===== config.mk =====
export PLATFORM = sky130hd
export DESIGN_NAME = periodic_timer_table_flat
export DESIGN_NICKNAME = d
export VERILOG_FILES = /design/src/hdl/ptt_pkg.sv /design/src/hdl/ptt_req_if.sv /design/src/hdl/ptt_rsp_if.sv /design/src/hdl/periodic_timer_table.sv /design/src/hdl/ptt_alu.sv /design/src/hdl/ptt_slot_ram.sv /design/src/hdl/ptt_ctrl.sv /design/src/flat_wrapper.sv
export VERILOG_INCLUDE_DIRS = /design/src /design/src/hdl
export SDC_FILE = /design/constraint.sdc
export NUM_CORES = 2
export LEC_CHECK = 0
export BUFFER_PORTS_ARGS = -buffer_cell sky130_fd_sc_hd__buf_2
export CAP_MARGIN = 20
export CORE_ASPECT_RATIO = 1.2
export CORE_MARGIN = 1.5
export CORE_UTILIZATION = 57
export CTS_CLUSTER_SIZE = 10
export DETAILED_ROUTE_END_ITERATION = 10
export GPL_ROUTABILITY_DRIVEN = 0
export PLACE_DENSITY = 0.77
export SYNTH_ARGS = -nofsm -noshare
export SYNTH_HDL_FRONTEND = slang
export SYNTH_SLANG_ARGS = --single-unit

===== constraint.sdc =====
create_clock -name clock -period 13.05 [get_ports clock]
set_input_delay 2.61 -clock clock [delete_from_list [all_inputs] [get_ports clock]]
set_output_delay 2.61 -clock clock [all_outputs]
set_load 0.02 [all_outputs]

===== src/hdl/periodic_timer_table_defines.svh =====
// assertion macros for the periodic timer table
`ifndef PERIODIC_TIMER_TABLE_DEFINES_SVH
`define PERIODIC_TIMER_TABLE_DEFINES_SVH

// same-cycle implication
`define PTT_ASSERT_IMP(name, clk, rst, ante, cons, msg) \
   name: assert property (@(posedge clk) disable iff (rst) (ante) |-> (cons)) \
      else $error(msg);

// next-cycle implication
`define PTT_ASSERT_NXT(name, clk, rst, ante, cons, msg) \
   name: assert property (@(posedge clk) disable iff (rst) (ante) |=> (cons)) \
      else $error(msg);

`endif


===== src/hdl/ptt_pkg.sv =====
// types, codes and sizes shared by the periodic timer table
`timescale 1ns / 1ps

package ptt_pkg;

   localparam int TIMER_SLOTS = 16;
   localparam int SLOT_W = (TIMER_SLOTS > 1) ? $clog2(TIMER_SLOTS) : 1;
   localparam logic [SLOT_W-1:0] LAST_SLOT = SLOT_W'(TIMER_SLOTS - 1);

   // request codes
   localparam logic [1:0] REQ_ADD  = 2'd0;
   localparam logic [1:0] REQ_KILL = 2'd1;
   localparam logic [1:0] REQ_TICK = 2'd2;

   // result kinds
   localparam logic [1:0] KIND_ADD  = 2'd0;
   localparam logic [1:0] KIND_KILL = 2'd1;
   localparam logic [1:0] KIND_FIRE = 2'd2;
   localparam logic [1:0] KIND_DONE = 2'd3;

   typedef enum logic [2:0] {
      ST_IDLE,
      ST_ADD,
      ST_KILL_RD,
      ST_KILL_CMP,
      ST_TICK_RD,
      ST_TICK_ELAP,
      ST_TICK_CNT,
      ST_DONE
   } state_type;

   typedef struct packed {
      logic [31:0] id;
      logic [31:0] period;
      logic [31:0] limit;
      logic [31:0] count;
      logic [31:0] elapsed;
   } slot_type;

   typedef struct packed {
      logic              en;
      logic [SLOT_W-1:0] addr;
      slot_type          data;
   } slot_wr_type;

   typedef struct packed {
      logic [1:0]  kind;
      logic [31:0] id;
      logic [31:0] count;
      logic        ok;
      logic        expired;
      logic        last;
   } rsp_item_type;

   typedef struct packed {
      logic [31:0] a;
      logic [31:0] b;
      logic [31:0] cmp_val;
   } alu_in_type;

   typedef struct packed {
      logic [31:0] sum;
      logic        ge;
      logic        eq;
   } alu_out_type;

endpackage


===== src/hdl/ptt_req_if.sv =====
// request channel of the periodic timer table
`timescale 1ns / 1ps

interface ptt_req_if;
   logic        valid;
   logic        ready;
   logic [1:0]  req_type;
   logic [31:0] amount;
   logic [31:0] repeat_limit;
   logic [31:0] timer_id;

   modport source (output valid, output req_type, output amount, output repeat_limit,
                   output timer_id, input ready);
   modport sink   (input valid, input req_type, input amount, input repeat_limit,
                   input timer_id, output ready);
endinterface


===== src/hdl/ptt_rsp_if.sv =====
// result channel of the periodic timer table
`timescale 1ns / 1ps

interface ptt_rsp_if;
   logic        valid;
   logic        ready;
   logic [1:0]  resp_kind;
   logic [31:0] resp_id;
   logic [31:0] fire_count;
   logic        ok;
   logic        expired;
   logic        last;

   modport source (output valid, output resp_kind, output resp_id, output fire_count,
                   output ok, output expired, output last, input ready);
   modport sink   (input valid, input resp_kind, input resp_id, input fire_count,
                   input ok, input expired, input last, output ready);
endinterface


===== src/hdl/periodic_timer_table.sv =====
// top level of the periodic timer table
//
//   channel  direction  handshake     payload
//   req_ch   in         valid/ready   req_type, amount, repeat_limit, timer_id
//   rsp_ch   out        valid/ready   resp_kind, resp_id, fire_count, ok, expired, last
//
// one request at a time; ready is high only between requests
// add walks the live bits from slot 0 to the first free slot, visiting at most TIMER_SLOTS
// kill: free slots are skipped; a live slot is compared in ST_KILL_CMP after the memory read
// tick: states ST_TICK_RD, then ST_TICK_ELAP if live, ST_TICK_CNT if firing; ST_DONE ends
// results leave through an output register; a stalled result holds only emitting states
// synchronous reset frees every slot and clears the id counter
`timescale 1ns / 1ps
`include "periodic_timer_table_defines.svh"

module periodic_timer_table (
   input  logic      clock,
   input  logic      reset,
   ptt_req_if.sink   req_ch,
   ptt_rsp_if.source rsp_ch
);

   ptt_pkg::slot_type                 slot_rd;
   logic [ptt_pkg::SLOT_W-1:0]        slot_rd_addr;
   ptt_pkg::slot_wr_type              slot_wr;
   logic                              out_free;
   logic                              emit_valid;
   ptt_pkg::rsp_item_type             emit;
   logic                              rsp_valid_ff;
   ptt_pkg::rsp_item_type             rsp_item_ff;

   ptt_slot_ram u_ram (
      .clock   (clock),
      .slot_wr (slot_wr),
      .rd_addr (slot_rd_addr),
      .rd_data (slot_rd)
   );

   ptt_ctrl u_ctrl (
      .clock        (clock),
      .reset        (reset),
      .req_ch       (req_ch),
      .slot_rd      (slot_rd),
      .slot_rd_addr (slot_rd_addr),
      .slot_wr      (slot_wr),
      .out_free     (out_free),
      .emit_valid   (emit_valid),
      .emit         (emit)
   );

   // output register frees when empty or when the transaction completes
   assign out_free = !rsp_valid_ff || rsp_ch.ready;

   always_ff @(posedge clock) begin
      if (reset) begin
         rsp_valid_ff <= 1'b0;
      end else if (out_free) begin
         rsp_valid_ff <= emit_valid;
      end
   end

   always_ff @(posedge clock) begin
      if (out_free && emit_valid) begin
         rsp_item_ff <= emit;
      end
   end

   assign rsp_ch.valid      = rsp_valid_ff;
   assign rsp_ch.resp_kind  = rsp_item_ff.kind;
   assign rsp_ch.resp_id    = rsp_item_ff.id;
   assign rsp_ch.fire_count = rsp_item_ff.count;
   assign rsp_ch.ok         = rsp_item_ff.ok;
   assign rsp_ch.expired    = rsp_item_ff.expired;
   assign rsp_ch.last       = rsp_item_ff.last;

   // a known request keeps the block busy the next cycle
   `PTT_ASSERT_NXT(a_busy_after_req, clock, reset,
      req_ch.valid && req_ch.ready && (req_ch.req_type == ptt_pkg::REQ_ADD ||
      req_ch.req_type == ptt_pkg::REQ_KILL || req_ch.req_type == ptt_pkg::REQ_TICK),
      !req_ch.ready, "block ready right after taking a request")

   // a fire record never closes a tick and carries a counted firing
   `PTT_ASSERT_IMP(a_fire_shape, clock, reset,
      rsp_ch.valid && rsp_ch.resp_kind == ptt_pkg::KIND_FIRE,
      !rsp_ch.last && !rsp_ch.ok && rsp_ch.fire_count != '0, "malformed fire record")

   // the done record closes the tick
   `PTT_ASSERT_IMP(a_done_shape, clock, reset,
      rsp_ch.valid && rsp_ch.resp_kind == ptt_pkg::KIND_DONE,
      rsp_ch.last && rsp_ch.resp_id == '0, "malformed done record")

   // a successful add hands out a nonzero id
   `PTT_ASSERT_IMP(a_add_id_nonzero, clock, reset,
      rsp_ch.valid && rsp_ch.resp_kind == ptt_pkg::KIND_ADD && rsp_ch.ok,
      rsp_ch.resp_id != '0, "add succeeded with id zero")

endmodule


===== src/hdl/ptt_alu.sv =====
// shared saturating adder and comparator for the kill id compare and the tick elapsed and count steps
`timescale 1ns / 1ps

module ptt_alu (
   input  ptt_pkg::alu_in_type  alu_in,
   output ptt_pkg::alu_out_type alu_out
);

   logic [32:0] raw_sum;

   // add with saturation, then compare the result and the plain operand
   always_comb begin
      raw_sum         = {1'b0, alu_in.a} + {1'b0, alu_in.b};
      alu_out.sum     = raw_sum[32] ? '1 : raw_sum[31:0];
      alu_out.ge      = (alu_out.sum >= alu_in.cmp_val);
      alu_out.eq      = (alu_in.a == alu_in.cmp_val);
   end

endmodule


===== src/hdl/ptt_slot_ram.sv =====
// slot record memory: one write port, one registered read port
`timescale 1ns / 1ps

module ptt_slot_ram (
   input  logic                        clock,
   input  ptt_pkg::slot_wr_type        slot_wr,
   input  logic [ptt_pkg::SLOT_W-1:0]  rd_addr,
   output ptt_pkg::slot_type           rd_data
);

   ptt_pkg::slot_type mem_ff [ptt_pkg::TIMER_SLOTS];
   ptt_pkg::slot_type rd_data_ff;

   // write and read
   always_ff @(posedge clock) begin
      if (slot_wr.en) begin
         mem_ff[slot_wr.addr] <= slot_wr.data;
      end
      rd_data_ff <= mem_ff[rd_addr];
   end

   assign rd_data = rd_data_ff;

endmodule


===== src/hdl/ptt_ctrl.sv =====
// sequencer that walks the slots for add, kill and tick
`timescale 1ns / 1ps

module ptt_ctrl (
   input  logic                        clock,
   input  logic                        reset,
   ptt_req_if.sink                     req_ch,
   input  ptt_pkg::slot_type           slot_rd,
   output logic [ptt_pkg::SLOT_W-1:0]  slot_rd_addr,
   output ptt_pkg::slot_wr_type        slot_wr,
   input  logic                        out_free,
   output logic                        emit_valid,
   output ptt_pkg::rsp_item_type       emit
);

   ptt_pkg::state_type                state_ff, state_in;
   logic [ptt_pkg::SLOT_W-1:0]        idx_ff, idx_in;
   logic [ptt_pkg::TIMER_SLOTS-1:0]   live_ff, live_in;
   logic [31:0]                       next_id_ff, next_id_in;
   logic [31:0]                       amount_ff, amount_in;
   logic [31:0]                       limit_ff, limit_in;
   logic [31:0]                       tid_ff, tid_in;
   ptt_pkg::alu_in_type               alu_in;
   ptt_pkg::alu_out_type              alu_out;
   logic                              idx_last;
   logic                              cur_live;
   logic [31:0]                       id_inc;
   logic [31:0]                       new_id;
   logic                              expire;

   ptt_alu u_alu (
      .alu_in  (alu_in),
      .alu_out (alu_out)
   );

   assign idx_last     = (idx_ff == ptt_pkg::LAST_SLOT);
   assign cur_live     = live_ff[idx_ff];
   assign slot_rd_addr = idx_ff;
   assign req_ch.ready = (state_ff == ptt_pkg::ST_IDLE);

   // next id, wrapping past zero
   assign id_inc = next_id_ff + 32'd1;
   assign new_id = (id_inc == '0) ? 32'd1 : id_inc;

   // fire removes the timer once a nonzero limit is reached
   assign expire = (slot_rd.limit != '0) && alu_out.ge;

   // next state
   always_comb begin
      state_in = state_ff;
      case (state_ff)
         ptt_pkg::ST_IDLE: begin
            if (req_ch.valid) begin
               case (req_ch.req_type)
                  ptt_pkg::REQ_ADD:  state_in = ptt_pkg::ST_ADD;
                  ptt_pkg::REQ_KILL: state_in = ptt_pkg::ST_KILL_RD;
                  ptt_pkg::REQ_TICK: state_in = ptt_pkg::ST_TICK_RD;
                  default:           state_in = ptt_pkg::ST_IDLE;
               endcase
            end
         end
         ptt_pkg::ST_ADD: begin
            if (out_free && (amount_ff == '0 || !cur_live || idx_last)) begin
               state_in = ptt_pkg::ST_IDLE;
            end
         end
         ptt_pkg::ST_KILL_RD: begin
            if (cur_live) begin
               state_in = ptt_pkg::ST_KILL_CMP;
            end else if (idx_last && out_free) begin
               state_in = ptt_pkg::ST_IDLE;
            end
         end
         ptt_pkg::ST_KILL_CMP: begin
            if (alu_out.eq || idx_last) begin
               if (out_free) begin
                  state_in = ptt_pkg::ST_IDLE;
               end
            end else begin
               state_in = ptt_pkg::ST_KILL_RD;
            end
         end
         ptt_pkg::ST_TICK_RD: begin
            if (cur_live) begin
               state_in = ptt_pkg::ST_TICK_ELAP;
            end else if (idx_last) begin
               state_in = ptt_pkg::ST_DONE;
            end
         end
         ptt_pkg::ST_TICK_ELAP: begin
            if (alu_out.ge) begin
               state_in = ptt_pkg::ST_TICK_CNT;
            end else begin
               state_in = idx_last ? ptt_pkg::ST_DONE : ptt_pkg::ST_TICK_RD;
            end
         end
         ptt_pkg::ST_TICK_CNT: begin
            if (out_free) begin
               state_in = idx_last ? ptt_pkg::ST_DONE : ptt_pkg::ST_TICK_RD;
            end
         end
         ptt_pkg::ST_DONE: begin
            if (out_free) begin
               state_in = ptt_pkg::ST_IDLE;
            end
         end
         default: state_in = ptt_pkg::ST_IDLE;
      endcase
   end

   // datapath, slot writes and results
   always_comb begin
      idx_in       = idx_ff;
      live_in      = live_ff;
      next_id_in   = next_id_ff;
      amount_in    = amount_ff;
      limit_in     = limit_ff;
      tid_in       = tid_ff;
      slot_wr.en   = 1'b0;
      slot_wr.addr = idx_ff;
      slot_wr.data = slot_rd;
      emit_valid   = 1'b0;
      emit         = '0;
      emit.last    = 1'b1;

      // shared unit operands
      alu_in.a       = slot_rd.elapsed;
      alu_in.b       = amount_ff;
      alu_in.cmp_val = slot_rd.period;
      case (state_ff)
         ptt_pkg::ST_TICK_CNT: begin
            alu_in.a       = slot_rd.count;
            alu_in.b       = 32'd1;
            alu_in.cmp_val = slot_rd.limit;
         end
         ptt_pkg::ST_KILL_CMP: begin
            alu_in.a       = slot_rd.id;
            alu_in.b       = '0;
            alu_in.cmp_val = tid_ff;
         end
         default: ;
      endcase

      case (state_ff)
         ptt_pkg::ST_IDLE: begin
            if (req_ch.valid) begin
               amount_in = req_ch.amount;
               limit_in  = req_ch.repeat_limit;
               tid_in    = req_ch.timer_id;
               idx_in    = '0;
            end
         end
         ptt_pkg::ST_ADD: begin
            emit.kind = ptt_pkg::KIND_ADD;
            if (amount_ff == '0) begin
               emit_valid = out_free;
            end else if (!cur_live) begin
               if (out_free) begin
                  emit_valid           = 1'b1;
                  emit.id              = new_id;
                  emit.ok              = 1'b1;
                  next_id_in           = new_id;
                  live_in[idx_ff]      = 1'b1;
                  slot_wr.en           = 1'b1;
                  slot_wr.data.id      = new_id;
                  slot_wr.data.period  = amount_ff;
                  slot_wr.data.limit   = limit_ff;
                  slot_wr.data.count   = '0;
                  slot_wr.data.elapsed = '0;
               end
            end else if (idx_last) begin
               emit_valid = out_free;
            end else begin
               idx_in = idx_ff + 1'b1;
            end
         end
         ptt_pkg::ST_KILL_RD: begin
            emit.kind = ptt_pkg::KIND_KILL;
            emit.id   = tid_ff;
            if (!cur_live) begin
               if (idx_last) begin
                  emit_valid = out_free;
               end else begin
                  idx_in = idx_ff + 1'b1;
               end
            end
         end
         ptt_pkg::ST_KILL_CMP: begin
            emit.kind = ptt_pkg::KIND_KILL;
            emit.id   = tid_ff;
            if (alu_out.eq) begin
               emit.ok = 1'b1;
               if (out_free) begin
                  emit_valid      = 1'b1;
                  live_in[idx_ff] = 1'b0;
               end
            end else if (idx_last) begin
               emit_valid = out_free;
            end else begin
               idx_in = idx_ff + 1'b1;
            end
         end
         ptt_pkg::ST_TICK_RD: begin
            if (!cur_live && !idx_last) begin
               idx_in = idx_ff + 1'b1;
            end
         end
         ptt_pkg::ST_TICK_ELAP: begin
            // no fire: store the grown elapsed time and move on
            if (!alu_out.ge) begin
               slot_wr.en           = 1'b1;
               slot_wr.data.elapsed = alu_out.sum;
               if (!idx_last) begin
                  idx_in = idx_ff + 1'b1;
               end
            end
         end
         ptt_pkg::ST_TICK_CNT: begin
            emit.kind    = ptt_pkg::KIND_FIRE;
            emit.id      = slot_rd.id;
            emit.count   = alu_out.sum;
            emit.expired = expire;
            emit.last    = 1'b0;
            if (out_free) begin
               emit_valid           = 1'b1;
               slot_wr.en           = 1'b1;
               slot_wr.data.count   = alu_out.sum;
               slot_wr.data.elapsed = '0;
               if (expire) begin
                  live_in[idx_ff] = 1'b0;
               end
               if (!idx_last) begin
                  idx_in = idx_ff + 1'b1;
               end
            end
         end
         ptt_pkg::ST_DONE: begin
            emit.kind  = ptt_pkg::KIND_DONE;
            emit_valid = out_free;
         end
         default: ;
      endcase
   end

   // control registers
   always_ff @(posedge clock) begin
      if (reset) begin
         state_ff   <= ptt_pkg::ST_IDLE;
         live_ff    <= '0;
         next_id_ff <= '0;
      end else begin
         state_ff   <= state_in;
         live_ff    <= live_in;
         next_id_ff <= next_id_in;
      end
   end

   // request and walk registers
   always_ff @(posedge clock) begin
      idx_ff    <= idx_in;
      amount_ff <= amount_in;
      limit_ff  <= limit_in;
      tid_ff    <= tid_in;
   end

endmodule


===== src/flat_wrapper.sv =====
// flat-port wrapper written by rule: the top's interface ports become plain ports
module periodic_timer_table_flat 
  (clock, reset, req_ch_valid, req_ch_req_type, req_ch_amount, req_ch_repeat_limit, req_ch_timer_id, req_ch_ready, rsp_ch_valid, rsp_ch_resp_kind, rsp_ch_resp_id, rsp_ch_fire_count, rsp_ch_ok, rsp_ch_expired, rsp_ch_last, rsp_ch_ready);
  ptt_req_if req_ch_i ();
  ptt_rsp_if rsp_ch_i ();
  input  logic clock;
  input  logic reset;
  input wire logic [$bits(req_ch_i.valid)-1:0] req_ch_valid;
  input wire logic [$bits(req_ch_i.req_type)-1:0] req_ch_req_type;
  input wire logic [$bits(req_ch_i.amount)-1:0] req_ch_amount;
  input wire logic [$bits(req_ch_i.repeat_limit)-1:0] req_ch_repeat_limit;
  input wire logic [$bits(req_ch_i.timer_id)-1:0] req_ch_timer_id;
  output wire logic [$bits(req_ch_i.ready)-1:0] req_ch_ready;
  output wire logic [$bits(rsp_ch_i.valid)-1:0] rsp_ch_valid;
  output wire logic [$bits(rsp_ch_i.resp_kind)-1:0] rsp_ch_resp_kind;
  output wire logic [$bits(rsp_ch_i.resp_id)-1:0] rsp_ch_resp_id;
  output wire logic [$bits(rsp_ch_i.fire_count)-1:0] rsp_ch_fire_count;
  output wire logic [$bits(rsp_ch_i.ok)-1:0] rsp_ch_ok;
  output wire logic [$bits(rsp_ch_i.expired)-1:0] rsp_ch_expired;
  output wire logic [$bits(rsp_ch_i.last)-1:0] rsp_ch_last;
  input wire logic [$bits(rsp_ch_i.ready)-1:0] rsp_ch_ready;
  assign req_ch_i.valid = req_ch_valid;
  assign req_ch_i.req_type = req_ch_req_type;
  assign req_ch_i.amount = req_ch_amount;
  assign req_ch_i.repeat_limit = req_ch_repeat_limit;
  assign req_ch_i.timer_id = req_ch_timer_id;
  assign req_ch_ready = req_ch_i.ready;
  assign rsp_ch_valid = rsp_ch_i.valid;
  assign rsp_ch_resp_kind = rsp_ch_i.resp_kind;
  assign rsp_ch_resp_id = rsp_ch_i.resp_id;
  assign rsp_ch_fire_count = rsp_ch_i.fire_count;
  assign rsp_ch_ok = rsp_ch_i.ok;
  assign rsp_ch_expired = rsp_ch_i.expired;
  assign rsp_ch_last = rsp_ch_i.last;
  assign rsp_ch_i.ready = rsp_ch_ready;
  periodic_timer_table u_core (.clock(clock), .reset(reset), .req_ch(req_ch_i), .rsp_ch(rsp_ch_i));
endmodule

==> results.py <==
metrics = {
    "power": {
        "p_int_mw": 21.9,
        "swShare": 0.339,
        "pwr-share-seq": 0.423,
        "p_sw_mw": 11.2,
        "p_per_area_nw_per_um2": 255,
        "p_comb_frac": 0.320,
        "ir_worst_vdd_mv": 0.209,
        "pwr-share-clk": 0.257,
        "leakage_nw": 41.8,
    },
    "clocking": {
        "clk_latency_ps": 980,
        "cts_setup_buffers": 0,
        "cts_tree": "yes",
        "clk_transition_reported_paths_ps": 60,
        "clock_sinks": 2941,
        "post_cts_resized": 0,
        "cts_buffers": 345,
        "clockBufferDepth": 4,
        "htreeDepth": 5,
        "root_buffer": "clkbuf_16",
        "hold_buffers": 0,
    },
    "timing": {
        "setup_violations": 0,
        "max_freq_ghz": 0.0975,
        "slew_violations": 0,
        "rsz0062_at_grt": "false",
        "fin_crit_sh": 0.786,
        "timing.hold.ws_ps": 476,
        "slew-limit-headroom": 0.134,
        "worst_pin_slew_ps": 1290,
        "final-hold-violation-count": 0,
        "min_period_ps": 10250,
        "clock_skew_ps": 103,
    },
    "place": {
        "dpl_cell_area_um2": 120000,
        "numPortBuffers": 172,
        "dp_hpwl_um": 172000,
    },
    "route": {
        "firstDrtPassIters": 7,
        "wl_met3_um": 39900,
        "drc": 0,
        "drt-met1-wl_um": 109000,
        "drt_first_iter_violations": 10600,
        "routed_via_density": 6.96,
        "vias": 62700,
        "ant_nets": 0,
        "topRoutingLayerUsed": "met5",
        "wirelength_um": 321000,
        "wl_per_cell_um": 35.7,
        "met2_length_um": 151000,
    },
    "layout": {
        "fin_area_um2": 130000,
        "final_util": 0.644,
        "drive_above_1_share": 0.245,
        "fillers": 12700,
        "final_common_cell": "edfxtp_1",
        "mostFrequentLayoutCells": "2729 x edfxtp_1, 804 x mux4_2, 351 x nand2_1",
        "fin_nets": 6275,
        "area_growth_pct": 12.4,
    },
    "floorplan": {
        "die_area_um2": 206000,
        "coreArea_um2": 202000,
        "rows": 181,
        "die_w_um": 415,
        "die_h_um": 497,
        "pin_count": 173,
        "start_util": 0.573,
    },
    "critical_path": {
        "cp-startpoint": "u_core.u_ctrl.state_ff[2]",
        "critPathArrivalTime_ps": 10780,
        "path_max_fanout": 46,
        "rr_startpoint": "u_core.u_ctrl.state_ff[2]",
        "worstSetupStartpointType": "register",
        "path_class": "register to register",
        "cp.required_ps": 13570,
        "end_kind": "register",
    },
    "grt": {
        "antenna_found_initial": 33,
        "overflow": 0,
        "grt_max_degree": 151,
        "grt_pass1_vias": 62700,
        "grt_pass1_wl_um": 457000,
        "grt_usage": 0.313,
    },
    "synthesis": {
        "synth_cell_types": 76,
        "synthCells": 5759,
        "ys_seq_area_frac": 0.744,
        "async_flop_share": 0,
        "synth-main-ff-cell": "edfxtp_1",
        "netlist_area_um2": 116000,
        "synth_edf_count": 2729,
        "synth.yosys.warnings": 0,
        "synth-seq-cells": 2941,
        "syn_avg_cell_area_um2": 20.1,
        "syn_nets": 5931,
    },
    "worst_hold_path": {
        "hold_path.class": "register to register",
    },
    "run_status": {
        "outcome": "finished clean",
    },
    "flow_run": {
        "maxCapViolations": 0,
    },
}
==> final timing paths <==
kind / to / slack (ps) / cells past startpoint
setup / recovery: u_core.u_ram.mem_ff[13][39] / 2800 / 26
hold / removal: register / 480 / 2
setup reg to reg: u_core.u_ram.mem_ff[13][39] / 2800 / 26
hold reg to reg: register / 480 / 2
==> logic make-up (layout without fill, tap and decap cells) <==
kind of cell               count (synthesis)  count (layout)  synth area share
DFF                                     2941            2941             0.744
and+or+nand+nor                          855             855            0.0357
muxes                                    811             811             0.157
AOI/OAI and AO/OA                        589             589            0.0350
buffers and inverters                    403             978            0.0140
xor gates and xnor gates                  90              90           0.00680
adders and majority gates                 70              70           0.00763
other                                      0              20                 0
==> routing by layer <==
| metal | track usage | vias to the layer above |
|---|---|---|
| met5 | 0 | - |
| met4 | 0.183 | 22 |
| met3 | 0.0889 | 1030 |
| met2 | 0.479 | 4981 |
| met1 | 0.404 | 32200 |
| li1 | - | 24400 |
==> Yosys cell counts, types with 38 or more instances <==
library cell,count,area (um^2)
xor2_1,59,517
a22oi_1,62,465
mux4_2,804,18100
nand2_1,351,1320
edfxtp_1,2729,81900
nor2_1,145,544
o21ai_1,62,310
a21oi_1,84,420
o21ai_0,125,626
dfxtp_1,212,4240
nand4_1,38,238
and2_1,105,657
inv_1,60,225
ha_1,69,863
a221o_1,42,420
buf_1,49,184
clkbuf_1,248,931
nor2b_1,75,469
==> through the flow <==
stage                     power, mW  worst slack [ps]  TNS [ps]  cells
after floorplan                20.5              -373   -887340   5759
after CTS                      32.8              3060         0   8956
after detailed placement       24.2              3190         0   8378
final                          33.2              2800         0   9007
after global placement         23.8              3370         0   8365
after global routing           34.1              2410         0   8992
==> flip-flops by register name, summed over array words and instances (netlist names), named ones only <==
| register | flops |
|---|---|
| u_core.u_ctrl.amount_ff | 32 |
| u_core.rsp_ch.resp_kind | 2 |
| u_core.u_ram.mem_ff | 2560 |
| u_core.u_ctrl.next_id_ff | 32 |
| u_core.u_ctrl.tid_ff | 32 |
| u_core.u_ctrl.limit_ff | 32 |
| u_core.rsp_ch.fire_count | 32 |
| u_core.rsp_ch.expired | 1 |
| u_core.rsp_ch.last | 1 |
| u_core.rsp_ch.ok | 1 |
| u_core.u_ctrl.slot_rd_addr | 4 |
| u_core.rsp_ch.valid | 1 |
| u_core.rsp_ch.resp_id | 32 |
| u_core.u_ram.rd_data | 160 |
| u_core.u_ctrl.state_ff | 3 |
==> power by group through the flow <==
stage | clock network [mW] | logic [mW] | registers, mW
2_1_floorplan | 0 | 7.05 | 13.5
3_3_place_gp | 0 | 9.77 | 14.1
3_5_place_dp | 0 | 10.1 | 14.1
4_1_cts | 8.60 | 10.3 | 13.9
5_1_grt | 8.96 | 11.2 | 14.0
6_report | 8.53 | 10.6 | 14.0
==> worst max-delay path, stage by stage (launching register included) <==
cell,delay [ps]
dfxtp_2,970
inv_2,570
nor2_1,380
o21ai_2,70
buf_4,320
and2_1,230
ha_1,330
o21ai_0,150
o211ai_1,300
nand4_1,240
a2111oi_0,560
o21ai_0,320
o21ai_1,280
a31o_2,740
nor2_1,320
inv_1,130
ha_1,270
a21oi_1,200
nand3_1,130
a221o_1,280
a21o_1,190
o21bai_1,180
nand4_1,290
nand2_1,320
nand2_1,280
nor2_4,930
buf_4,780
==> final cells by class <==
type | count | area [um^2] | share of cell area
well taps | 2653 | 3320 | 0.0255
multi-input cells | 2415 | 28200 | 0.217
clock inverters | 11 | 125 | 0.000961
inverters | 61 | 229 | 0.00176
repair buffers | 339 | 2510 | 0.0193
diodes | 20 | 50.0 | 0.000384
clock buffers | 567 | 9550 | 0.0734
flip-flops and latches | 2941 | 86200 | 0.662
Power figures use the tool's default switching activity.
